File: config.mk
export PLATFORM = sky130hd
export DESIGN_NAME = eapol_key_message_classifier
export DESIGN_NICKNAME = d
export VERILOG_FILES = /design/src/rtl/ekmc_pkg.sv /design/src/rtl/eapol_key_message_classifier.sv /design/src/rtl/ekmc_in_stage.sv /design/src/rtl/ekmc_parse.sv
export VERILOG_INCLUDE_DIRS = /design/src /design/src/rtl
export SDC_FILE = /design/constraint.sdc
export NUM_CORES = 1
export LEC_CHECK = 0
export BUFFER_PORTS_ARGS = -buffer_cell sky130_fd_sc_hd__buf_4
export CAP_MARGIN = 20
export CORE_ASPECT_RATIO = 0.6
export CORE_MARGIN = 3
export CORE_UTILIZATION = 58
export CTS_CLUSTER_SIZE = 12
export DETAILED_ROUTE_END_ITERATION = 12
export GPL_ROUTABILITY_DRIVEN = 0
export PLACE_DENSITY = 0.79
export REMOVE_ABC_BUFFERS = 1
export SYNTH_ARGS = -nofsm -noshare
export SYNTH_HDL_FRONTEND = slang
export SYNTH_SLANG_ARGS = --single-unit
File: constraint.sdc
create_clock -name i_clk -period 3.6 [get_ports i_clk]
set_clock_uncertainty 0.05 [all_clocks]
set_input_delay 0.72 -clock i_clk [delete_from_list [all_inputs] [get_ports i_clk]]
set_output_delay 0.72 -clock i_clk [all_outputs]
set_load 0.005 [all_outputs]
File: src/rtl/eapol_key_message_classifier_macros.svh
// Assertion macros for the EAPOL-Key message classifier.
`ifndef EAPOL_KEY_MESSAGE_CLASSIFIER_MACROS_SVH
`define EAPOL_KEY_MESSAGE_CLASSIFIER_MACROS_SVH

`ifndef SYNTHESIS
// Checked only while out of reset.
`define EKMC_ASSERT(label, prop) \
    label: assert property (@(posedge i_clk) disable iff (!i_rst_n) prop) \
        else $error("ekmc assertion failed");
// Checked at every edge, reset included.
`define EKMC_ASSERT_ALWAYS(label, prop) \
    label: assert property (@(posedge i_clk) prop) \
        else $error("ekmc assertion failed");
`else
`define EKMC_ASSERT(label, prop)
`define EKMC_ASSERT_ALWAYS(label, prop)
`endif

`endif

File: src/rtl/ekmc_pkg.sv
package ekmc_pkg;

    localparam int unsigned POS_W = 6;

    localparam logic [POS_W-1:0] C_BASE_HDR_LEN = 6'd24;
    localparam logic [POS_W-1:0] C_QOS_EXTRA    = 6'd2;
    localparam logic [POS_W-1:0] C_POS_MAX      = 6'd63;
    localparam logic [POS_W-1:0] C_SNAP_LEN     = 6'd8;
    localparam logic [POS_W-1:0] C_OFF_TYPE     = 6'd9;
    localparam logic [POS_W-1:0] C_OFF_KI_HI    = 6'd13;
    localparam logic [POS_W-1:0] C_OFF_KI_LO    = 6'd14;

    localparam logic [3:0] C_QOS_NIBBLE  = 4'h8;
    localparam logic [1:0] C_TYPE_DATA   = 2'b10;
    localparam logic [7:0] C_EAPOL_KEY   = 8'h03;

    typedef enum logic [2:0] {
        MSG_NONE = 3'd0,
        MSG_1    = 3'd1,
        MSG_2    = 3'd2,
        MSG_3    = 3'd3,
        MSG_4    = 3'd4
    } t_msg_class;

    // One accepted frame byte.
    typedef struct packed {
        logic [7:0] frame_byte;
        logic       last_byte;
    } t_byte_req;

    // LLC/SNAP header expected right after the MAC header.
    function automatic logic [7:0] snap_byte(input logic [2:0] idx);
        logic [7:0] v;
        case (idx)
            3'd0:    v = 8'hAA;
            3'd1:    v = 8'hAA;
            3'd2:    v = 8'h03;
            3'd6:    v = 8'h88;
            3'd7:    v = 8'h8E;
            default: v = 8'h00;
        endcase
        return v;
    endfunction

    function automatic t_msg_class classify(input logic [15:0] ki);
        logic install;
        logic ack;
        logic mic;
        logic secure;
        t_msg_class c;
        install = ki[6];
        ack     = ki[7];
        mic     = ki[8];
        secure  = ki[9];
        if (ack && !mic && !install) begin
            c = MSG_1;
        end else if (!ack && mic && !install && !secure) begin
            c = MSG_2;
        end else if (ack && mic && install) begin
            c = MSG_3;
        end else if (!ack && mic && !install && secure) begin
            c = MSG_4;
        end else begin
            c = MSG_NONE;
        end
        return c;
    endfunction

endpackage

File: src/rtl/eapol_key_message_classifier.sv
// EAPOL-Key message classifier: takes an 802.11 frame one byte per request,
// starting at the frame control byte, and gives one result per frame on the
// byte marked last: 1 to 4 for the four-way handshake message number, or 0
// when the frame is not a data frame carrying a matching LLC/SNAP + EAPOL-Key
// header, ends before the Key Information word or has flags matching no
// message. A byte is taken in every cycle; the last byte passes one input
// register, then combinational parsing straight into the result register.
// The only back pressure is a result still waiting in the result register
// when the next frame's last byte reaches the parse stage.
`include "eapol_key_message_classifier_macros.svh"

module eapol_key_message_classifier
    import ekmc_pkg::*;
(
    input  logic       i_clk,
    input  logic       i_rst_n,
    input  logic       i_in_valid,
    output logic       o_in_ready,
    input  logic [7:0] i_frame_byte,
    input  logic       i_last_byte,
    output logic       o_out_valid,
    input  logic       i_out_ready,
    output logic [2:0] o_message_class
);

    t_byte_req  in_req;
    t_byte_req  stg_req;
    logic       stg_valid;
    logic       advance;
    t_msg_class parse_class;

    logic       r_out_valid;
    logic       n_out_valid;
    t_msg_class r_out_class;

    assign in_req.frame_byte = i_frame_byte;
    assign in_req.last_byte  = i_last_byte;

    // hold a last byte while the previous result is still waiting
    assign advance = stg_valid
        && !(stg_req.last_byte && r_out_valid && !i_out_ready);

    ekmc_in_stage u_in_stage (
        .i_clk     (i_clk),
        .i_rst_n   (i_rst_n),
        .i_valid   (i_in_valid),
        .i_req     (in_req),
        .o_ready   (o_in_ready),
        .i_advance (advance),
        .o_valid   (stg_valid),
        .o_req     (stg_req)
    );

    ekmc_parse u_parse (
        .i_clk     (i_clk),
        .i_rst_n   (i_rst_n),
        .i_advance (advance),
        .i_req     (stg_req),
        .o_class   (parse_class)
    );

    always_comb begin
        n_out_valid = r_out_valid && !i_out_ready;
        if (advance && stg_req.last_byte) begin
            n_out_valid = 1'b1;
        end
    end

    always_ff @(posedge i_clk) begin
        if (!i_rst_n) begin
            r_out_valid <= 1'b0;
        end else begin
            r_out_valid <= n_out_valid;
        end
    end

    always_ff @(posedge i_clk) begin
        if (advance && stg_req.last_byte) begin
            r_out_class <= parse_class;
        end
    end

    assign o_out_valid     = r_out_valid;
    assign o_message_class = r_out_class;

    `EKMC_ASSERT(a_last_gives_result, advance && stg_req.last_byte |=> r_out_valid)
    `EKMC_ASSERT(a_class_range, r_out_valid |-> r_out_class <= MSG_4)
    `EKMC_ASSERT_ALWAYS(a_ready_when_empty, !stg_valid |-> o_in_ready)

endmodule

File: src/rtl/ekmc_in_stage.sv
module ekmc_in_stage
    import ekmc_pkg::*;
(
    input  logic      i_clk,
    input  logic      i_rst_n,
    input  logic      i_valid,
    input  t_byte_req i_req,
    output logic      o_ready,
    input  logic      i_advance,
    output logic      o_valid,
    output t_byte_req o_req
);

    logic      r_valid;
    logic      n_valid;
    t_byte_req r_req;

    assign o_ready = !r_valid || i_advance;

    always_comb begin
        n_valid = r_valid;
        if (o_ready) begin
            n_valid = i_valid;
        end
    end

    always_ff @(posedge i_clk) begin
        if (!i_rst_n) begin
            r_valid <= 1'b0;
        end else begin
            r_valid <= n_valid;
        end
    end

    always_ff @(posedge i_clk) begin
        if (o_ready && i_valid) begin
            r_req <= i_req;
        end
    end

    assign o_valid = r_valid;
    assign o_req   = r_req;

endmodule

File: src/rtl/ekmc_parse.sv
module ekmc_parse
    import ekmc_pkg::*;
(
    input  logic       i_clk,
    input  logic       i_rst_n,
    input  logic       i_advance,
    input  t_byte_req  i_req,
    output t_msg_class o_class
);

    logic [POS_W-1:0] r_pos;
    logic             r_is_qos;
    logic             r_match;
    logic [15:0]      r_key_info;

    logic [POS_W-1:0] n_pos;
    logic             n_is_qos;
    logic             n_match;
    logic [15:0]      n_key_info;

    logic [POS_W-1:0] hdr_len;
    logic [POS_W-1:0] off;
    logic             past_hdr;
    logic [7:0]       b;

    always_comb begin
        b        = i_req.frame_byte;
        n_is_qos = r_is_qos;
        n_match  = r_match;
        n_key_info = r_key_info;
        if (r_pos == '0) begin
            n_is_qos = (b[7:4] == C_QOS_NIBBLE);
            if (b[3:2] != C_TYPE_DATA) begin
                n_match = 1'b0;
            end
        end
        hdr_len  = C_BASE_HDR_LEN + (n_is_qos ? C_QOS_EXTRA : '0);
        off      = r_pos - hdr_len;
        past_hdr = (r_pos >= hdr_len);

        if (r_pos != '0 && past_hdr) begin
            if (off < C_SNAP_LEN) begin
                if (b != snap_byte(off[2:0])) begin
                    n_match = 1'b0;
                end
            end else if (off == C_OFF_TYPE) begin
                if (b != C_EAPOL_KEY) begin
                    n_match = 1'b0;
                end
            end else if (off == C_OFF_KI_HI) begin
                n_key_info = {b, r_key_info[7:0]};
            end else if (off == C_OFF_KI_LO) begin
                n_key_info = {r_key_info[15:8], b};
            end
        end

        o_class = MSG_NONE;
        if (n_match && past_hdr && off >= C_OFF_KI_LO) begin
            o_class = classify(n_key_info);
        end

        n_pos = (r_pos < C_POS_MAX) ? r_pos + 1'b1 : r_pos;
    end

    always_ff @(posedge i_clk) begin
        if (!i_rst_n) begin
            r_pos      <= '0;
            r_is_qos   <= 1'b0;
            r_match    <= 1'b1;
            r_key_info <= '0;
        end else if (i_advance) begin
            if (i_req.last_byte) begin
                // end of frame: back to the start
                r_pos      <= '0;
                r_is_qos   <= 1'b0;
                r_match    <= 1'b1;
                r_key_info <= '0;
            end else begin
                r_pos      <= n_pos;
                r_is_qos   <= n_is_qos;
                r_match    <= n_match;
                r_key_info <= n_key_info;
            end
        end
    end

endmodule

# Word level (Yosys, flattened, before mapping)

Cells that the tools add are included.

Register bits after elaboration: 26
Bits in latches: 0
RAM bits: 0
ROM bits: 0
Input port bits: 13
Output and inout port bits: 5
Word-level logic and storage cells: 90
Memories kept: 0

Add/sub/neg operators: 3
$mul: 0
Div/mod/pow operators: 0
$lt $le $gt $ge: 4
Equal/unequal tests: 11
Shifts and indexed selects: 0
Multiplexer cells: 27
Bitwise logic cells: 1
Reductions and logical operators: 33

Operator list:

| kind                | number |
|---|---|
| $mux 10             | 5 |
| $pmux 8 s4          | 1 |
| $mux 8              | 3 |
| $eq 6x4->1 const B  | 3 |
| $logic_and 1x1->1   | 17 |
| $mux 1              | 12 |
| $mux 6              | 2 |
| $ne 8x2->1 const B  | 1 |
| $ne 8x8->1          | 1 |
| $logic_not 1->1     | 7 |
| $add 5x6->6 const A | 1 |
| $add 6x1->6 const B | 1 |
| $eq 3x3->1 const B  | 2 |
| $ge 6x4->1 const B  | 1 |
| $ge 6x6->1          | 1 |
| $logic_not 6->1     | 1 |
| $lt 6x4->1 const B  | 1 |
| $lt 6x6->1 const B  | 1 |
| $mux 2              | 3 |
| $reduce_bool 6->1   | 1 |
| $sub 6x6->6         | 1 |
| $eq 4x4->1 const B  | 1 |
| $reduce_or 2->1     | 2 |
| $reduce_or 4->1     | 1 |
| 9 further kinds     | 9 |

# Depth between registers and ports, before layout

Gate-level depths: netlist of run 1.

Depth in word-level cells: 19
Gate-level depth with buffers: 10
Depth with buffers taken out: 10

# Cells and area by module

From an unflattened synthesis of run 1, not the netlist that was laid out.

Cells, all modules: 174
Area, all modules: 1655.3 um^2

By module, submodules not included:

| module                       | times used | cells each | area an instance (um^2) | sequential area each (um^2) |
|---|---|---|---|---|
| ekmc_parse                   | 1          | 150        | 1182.4                  | 240.2 |
| ekmc_in_stage                | 1          | 14         | 327.8                   | 290.3 |
| eapol_key_message_classifier | 1          | 10         | 145.1                   | 110.1 |

# Worst setup path before layout of run 1

No wires, ideal clock.

Path kind: register to register
Start: register u_parse.r_pos[3]
End: register r_out_class[1] (netlist: o_message_class[1]) (data pin)
Setup time: 170 ps
Arrival: 2430 ps
Data required time: 3380 ps
Slack: 950 ps
Cell stages (with the launch flop): 11
Buffers on the path: 1
Period minus slack after synthesis: 2650 ps
Cell sequence: dfxtp_1 -> clkbuf_4 -> nor4_1 -> and4_1 -> a21o_1 -> ha_1 -> and4b_1 -> o311a_1 -> o22ai_2 -> o2111ai_1 -> a311oi_2

Longest elaborated chain between the ends: 18
Elaborated cells on any way between the ends: 51
Classes of those cells: add/sub (2); order compare (3); eq/ne (8); mux (18); bitwise (1); reduce/logical (19)

Ends and longest elaborated chain:

| item                                          | RTL line                           | text |
|---|---|---|
| start: declaration                            | ekmc_parse.sv:11                   | `logic [POS_W-1:0] r_pos;` |
| start signal: assignment                      | ekmc_parse.sv:79                   | `r_pos <= n_pos;` |
| $logic_not 6->1                               | ekmc_parse.sv:31                   | `if (r_pos == '0) begin` |
| $mux 1                                        | ekmc_parse.sv:31                   |  |
| $mux 2                                        | ekmc_parse.sv:37                   | `hdr_len = C_BASE_HDR_LEN + (n_is_qos ? C_QOS_EXTRA : '0);` |
| $add 5x6->6                                   | ekmc_parse.sv:37                   |  |
| $sub 6x6->6                                   | ekmc_parse.sv:38                   | `off = r_pos - hdr_len;` |
| $eq 3x1->1 or $logic_not 3->1 (tied branches) | ekmc_pkg.sv:34                     | `case (idx)` |
| $reduce_or 2->1 (no line)                     | -                                  |  |
| $pmux 8 s4                                    | ekmc_pkg.sv:34                     |  |
| $mux 8                                        | ekmc_parse.sv:42                   | `if (off < C_SNAP_LEN) begin` |
| $mux 8                                        | ekmc_parse.sv:41                   | `if (r_pos != '0 && past_hdr) begin` |
| $ne 8x8->1                                    | ekmc_parse.sv:43                   | `if (b != snap_byte(off[2:0])) begin` |
| $mux 1                                        | ekmc_parse.sv:43                   |  |
| $mux 1                                        | ekmc_parse.sv:42                   |  |
| $mux 1                                        | ekmc_parse.sv:41                   |  |
| $logic_and 1x1->1 (2 in a row)                | ekmc_parse.sv:58                   | `if (n_match && past_hdr && off >= C_OFF_KI_LO) begin` |
| $not 1->1 (no line)                           | -                                  |  |
| $reduce_or 2->1 (no line)                     | -                                  |  |
| end signal: assignment                        | eapol_key_message_classifier.sv:79 | `r_out_class <= parse_class;` |
| end: declaration                              | eapol_key_message_classifier.sv:34 | `t_msg_class r_out_class;` |

Several ways; a longest one is shown, not always the timed one. The select of a mux whose other input is x is not followed.
A chain may end at the register's enable or synchronous reset.

# Worst setup path in the final report of run 1

Start: register u_parse.r_pos[0]
End: register r_out_class[1] (netlist: o_message_class[1]) (data pin)

The elaborated chain is that of the path after synthesis.

==> results.toml, run 1 <==
[outcome]
outcome = "finished clean"

[floorplanning]
core_area_um2 = 2570
rows = 14
die_h_um = 46.9
fp.dieW_um = 74.2
initial_utilization_pct = 62.9
ioPinCount = 18
die_area_um2 = 3480

[critical_path]
crit_top_cell = "ha_1"
cp_max_fo = 9
critPathRequiredTime_ns = 3.66
path_buf_inv = 1
crit_chain = "inv_1, ha_1, and4_1, a21o_1, ha_1, or2b_1, o22a_2, o21ai_1, nand3_1, a311oi_2"
crit_arrival_ns = 3.16
cp_slowest_cell = "dfxtp_1"
cp-start-kind = "register"
slowest_delay_ns = 0.53
path_class = "register to register"
cp-end-kind = "register"
cp_top_family = "compound AO/OA/AOI/OAI gates"

[yosys]
async_reset_ff_share_pct = 0
synth_edf_count = 12
syn_area_per_cell_um2 = 9.26
ys.flop_type = "dfxtp_1"
ys_seq_area_share_pct = 39.5
yosys_warnings = 0
postSynthCellCount = 175
syn_area_um2 = 1620
yosys.area.top_type = "edfxtp_1"
synthDistinctLibCells = 52
synth_top_area_share_pct = 22.2
ys_ff_latch = 26
synthTopCellsByArea = "edfxtp_1 22%, dfxtp_1 17%, mux2i_1 3.7%"
synthTopCellsByCount = "14 x dfxtp_1, 14 x nor2_1, 13 x nand2_1, 12 x edfxtp_1, 11 x nand3_1"

[place]
io_buffer_count = 17
place_ws_ns = 0.620
place_inst = 220
hpwl_um = 2770

[routing]
wl_per_cell_um = 16.7
drt_pass1_iterations = 5
dr.first_iter.drc_count = 206
antenna_left = 0
via_per_inst = 6.68
vias = 1496
routed_wl_um = 3730
drc = 0

[clock_tree]
clk_latency_ns = 0.28
cts_buffer_depth = 2
cts_buffers = 3
root_buffer = "clkbuf_8"
clock-sinks = 26
post_cts_buffers = 0
clk_pin_slew_ns = 0.09
cts_tree = "built"
htreeDepth = 1
ctsHoldBuffers = 0
ctsResizeCount = 0

[layout]
syn_to_final_growth_pct = 13.0
drive_gt1_share_pct = 17.2
fillers = 183
nets = 210
diodes = 0
finalNonFillerCells = 224

[timing]
tightest_slew_ns = 0.862
holdWs_ns = 0.439
post-route-min-period_ns = 3.10
finalHoldViolCount = 0
grt_setup_unrepaired = "false"
post-route-period-util_pct = 86.2
worst_slack_ns = 0.497
totalNegativeSetupSlack_ns = 0
max_slew_margin_pct = 42.2
fmax_ghz = 0.322
setup_viol = 0
finalMaxSlewViolations = 0

[flow_run]
drv_cap = 0

[global_route]
grt_max_degree = 16
antenna_found_initial = 0
grt_pass1_vias = 1322
grt_overflow = 0
grt_first_pass_wirelength_um = 6020
grtUsageTotal_pct = 23.3

[worst_hold_path]
hold_class = "register to register"

[power]
power_leakage_nw = 0.650
total_power_uw = 628
power_density_nw_per_um2 = 343
peakVddDrop_v = 0.000219
## cells in the final DEF, fill, tap and decap left out, types with 3 or more instances in the layout
master | Yosys | layout
buf_4 | 0 | 17
nor2_1 | 14 | 14
dfxtp_1 | 14 | 14
nand2_1 | 13 | 13
edfxtp_1 | 12 | 12
nand3_1 | 11 | 11
nor2b_1 | 9 | 9
o21ai_0 | 9 | 9
inv_1 | 7 | 7
nor3_1 | 6 | 6
mux2i_1 | 6 | 6
a21boi_0 | 5 | 5
xnor2_1 | 5 | 5
a21o_1 | 4 | 4
nand2b_1 | 4 | 4
a21oi_1 | 4 | 4
ha_1 | 4 | 4
a31oi_1 | 3 | 3
clkbuf_8 | 0 | 3
## per-layer routing
layer / up-vias / track usage, % / share of wire, %
li1: 682 / - / -
met1: 682 / 31.3 / 45
met2: 116 / 37.1 / 41
met3: 16 / 7.69 / 11
met4: 0 / 5.67 / 2.3
met5: - / 0 / 0
## final timing paths
kind / from / endpoint / slack [ns] / cells after the start
max reg2reg: u_parse.r_pos[0]$_SDFFE_PN0P_ / o_message_class[1]$_SDFFCE_PP0P_ / 0.50 / 10
min reg2reg: u_parse.r_key_info[9]$_SDFFE_PN0P_ / u_parse.r_key_info[9]$_SDFFE_PN0P_ / 0.44 / 2
max: u_parse.r_pos[0]$_SDFFE_PN0P_ / o_message_class[1]$_SDFFCE_PP0P_ / 0.50 / 10
min: u_parse.r_key_info[9]$_SDFFE_PN0P_ / u_parse.r_key_info[9]$_SDFFE_PN0P_ / 0.44 / 2
## through the flow
stage | instance area [um2] | util (%)
6_report | 1830 | 71.1
5_1_grt | 1830 | 71.1
4_1_cts | 1830 | 71.1
3_5_place_dp | 1760 | 68.3
3_3_place_gp | 1760 | 68.3
2_1_floorplan | 1590 | -
## registers in the layout (all words and copies together) (netlist names)
signal / cells
u_parse.r_is_qos: 1
o_message_class: 3
u_parse.r_match: 1
o_out_valid: 1
u_parse.r_key_info: 4
u_in_stage.o_req: 9
u_parse.r_pos: 6
u_in_stage.o_valid: 1
## report_power, final
part / switching (mW) / leakage (nW) / internal (mW)
combinational: 0.0305 / 0.379 / 0.0262
sequential: 0.0103 / 0.235 / 0.318
clock: 0.0942 / 0.0357 / 0.149
total: 0.135 / 0.650 / 0.493
## area by class of cell
type,count,area [um2],area share (%)
clock buffer,3,41.3,2.26
multi-input combinational,138,925,50.5
clock inverter,1,30.0,1.64
inverter,7,26.3,1.44
timing repair buffer,17,128,6.97
sequential,26,641,35.0
tap,32,40.0,2.19
## cells by family (layout without fill, tap and decap cells)
kind of cell             after synthesis  after routing  synth area share [%]
adder cells (fa/ha/maj)                4              4                  3.09
XOR/XNOR                               8              8                  4.79
AO/OA/AOI/OAI                         47             47                  21.7
AND/OR/NAND/NOR                       73             73                  23.8
buffers and inverters                 11             28                  3.40
flip-flops                            26             26                  39.5
multiplexers                           6              6                  3.71
## tightest hold or removal path, stage by stage (launching register included)
cell	delay, ns
dfxtp_1	0.33
nand2_1	0.06
a21boi_1	0.06
Note: power is estimated with default switching activity, not from simulation.
==> inputs of run 2 (changes only) <==
--- a/config.mk
+++ b/config.mk
@@ -6,6 +6,7 @@
 export SDC_FILE = /design/constraint.sdc
 export NUM_CORES = 1
 export LEC_CHECK = 0
+export ABC_CLOCK_PERIOD_IN_PS = 3000
 export BUFFER_PORTS_ARGS = -buffer_cell sky130_fd_sc_hd__buf_4
 export CAP_MARGIN = 20
 export CORE_ASPECT_RATIO = 0.6
==> constraint.sdc (replaced) <==
create_clock -name i_clk -period 3 [get_ports i_clk]
set_clock_uncertainty 0.05 [all_clocks]
set_input_delay 0.6 -clock i_clk [delete_from_list [all_inputs] [get_ports i_clk]]
set_output_delay 0.6 -clock i_clk [all_outputs]
set_load 0.005 [all_outputs]
==> results.toml, run 2 (synthesized netlist as in run 1, its figures left out) <==
[outcome]
outcome = "finished clean"

[global_route]
grt_max_degree = 16
grt_pass1_vias = 1265
grt_first_pass_wirelength_um = 6100
antenna_found_initial = 0
grtUsageTotal_pct = 23.7
grt_overflow = 0

[routing]
dr.first_iter.drc_count = 255
antenna_left = 0
drc = 0
drt_pass1_iterations = 4
routed_wl_um = 3860
wl_per_cell_um = 16.9
vias = 1422
via_per_inst = 6.24

[clock_tree]
cts_tree = "built"
root_buffer = "clkbuf_8"
clk_latency_ns = 0.28
clock-sinks = 26
htreeDepth = 1
cts_buffer_depth = 2
cts_buffers = 3
ctsHoldBuffers = 0
clk_pin_slew_ns = 0.09

[timing]
max_slew_margin_pct = 42.3
setup_viol = 0
fmax_ghz = 0.350
finalHoldViolCount = 0
totalNegativeSetupSlack_ns = 0
worst_slack_ns = 0.144
post-route-period-util_pct = 95.2
finalMaxSlewViolations = 0
grt_setup_unrepaired = "false"
tightest_slew_ns = 0.862
post-route-min-period_ns = 2.86

[worst_hold_path]
hold_path.startpoint = "u_parse.r_key_info[9]$_SDFFE_PN0P_"
hold_class = "register to register"
min_delay_path_depth = 2
whs_endpoint = "u_parse.r_key_info[9]$_SDFFE_PN0P_"

[power]
power_leakage_nw = 0.675
power_density_nw_per_um2 = 395
peakVddDrop_v = 0.000273
total_power_uw = 753

[critical_path]
critPathRequiredTime_ns = 3.06
r2r_slack_ns = 0.14
cp_max_fo = 9
cp-end-kind = "register"
path_class = "register to register"
crit_arrival_ns = 2.91
timing.rr.start = "u_parse.r_pos[0]$_SDFFE_PN0P_"
reg2regPathDepth = 10
r2r_end = "o_message_class[0]$_SDFFCE_PP0P_"
cp-start-kind = "register"

[place]
io_buffer_count = 17
place_ws_ns = 0.121
placed_area_um2 = 1790
hpwl_um = 2760

[layout]
diodes = 0
final_cell_mix = "21 x buf_4, 14 x nor2_1, 13 x nand2_1, 13 x dfxtp_1, 12 x edfxtp_1"
syn_to_final_growth_pct = 17.6
largest_register_ffs = 9
drive_gt1_share_pct = 23.0
final_common_cell = "buf_4"
final_cell_area_um2 = 1910
nets = 214
fillers = 183
final_util_pct = 74.0

[floorplanning]
initial_utilization_pct = 62.9
die_h_um = 46.9
ioPinCount = 18
core_area_um2 = 2570
rows = 14
die_area_um2 = 3480
fp.dieW_um = 74.2

[flow_run]
drv_cap = 0
-- run 2: per-layer routing --
metal	vias up	part of all wire (%)	track usage (%)
li1	691	-	-
met1	637	44	32.5
met2	88	45	38.0
met3	6	11	7.05
met4	0	0.78	4.96
met5	-	0	0
-- run 2: worst max-delay path by stage --
stage	from	to	slack, ns	depth (start not counted)
finish	u_parse.r_pos[0]$_SDFFE_PN0P_	o_message_class[0]$_SDFFCE_PP0P_	0.14	10
global route	u_in_stage.o_req[7]$_DFFE_PP_	o_message_class[0]$_SDFFCE_PP0P_	0.01	9
CTS	u_parse.r_pos[4]$_SDFFE_PN0P_	o_message_class[0]$_SDFFCE_PP0P_	0.03	9
detailed placement	u_parse.r_pos[0]$_SDFFE_PN0P_	o_message_class[0]$_SDFFCE_PP0P_	0.12	10
global placement	u_in_stage.o_req[7]$_DFFE_PP_	o_message_class[1]$_SDFFCE_PP0P_	0.21	9
floorplan	u_parse.r_pos[0]$_SDFFE_PN0P_	o_message_class[1]$_SDFFCE_PP0P_	0.37	10
-- run 2: area by class of cell --
cell class | instances | area, um2 | area share [%]
Clock buffer | 3 | 41.3 | 2.17
Clock inverter | 1 | 30.0 | 1.58
Inverter | 7 | 26.3 | 1.38
Multi-Input combinational cell | 138 | 966 | 50.7
Sequential cell | 26 | 644 | 33.8
Tap cell | 32 | 40.0 | 2.10
Timing Repair Buffer | 21 | 158 | 8.27
-- run 2: repair_timing --
action                     4_1_cts  5_1_grt
buffers inserted                 0        0
setup endpoints to repair        1        3
resized for setup                2        9
pin swaps                        0        1
-- run 2: where the power goes --
group	total (mW)	internal (mW)	switching, mW	leakage [nW]
sequential	0.393	0.381	0.0124	0.236
combinational	0.0697	0.0323	0.0374	0.404
clock	0.290	0.179	0.111	0.0357
total	0.753	0.592	0.161	0.675
-- run 2: stage by stage --
step / std cells / hold WS [ns]
floorplan: 171 / 0.384
global placement: 224 / 0.407
detailed placement: 224 / 0.409
CTS: 228 / 0.423
global route: 228 / 0.434
finish: 228 / 0.433
-- run 2: worst max-delay path, stage by stage, from the launching register on --
cell and delay, ns:
dfxtp_4 0.40, inv_1 0.10, ha_1 0.22, and4_1 0.17
a21o_1 0.18, ha_1 0.27, or2b_1 0.30, o22a_2 0.31
o21ai_2 0.24, nand4_1 0.16, a221oi_2 0.28
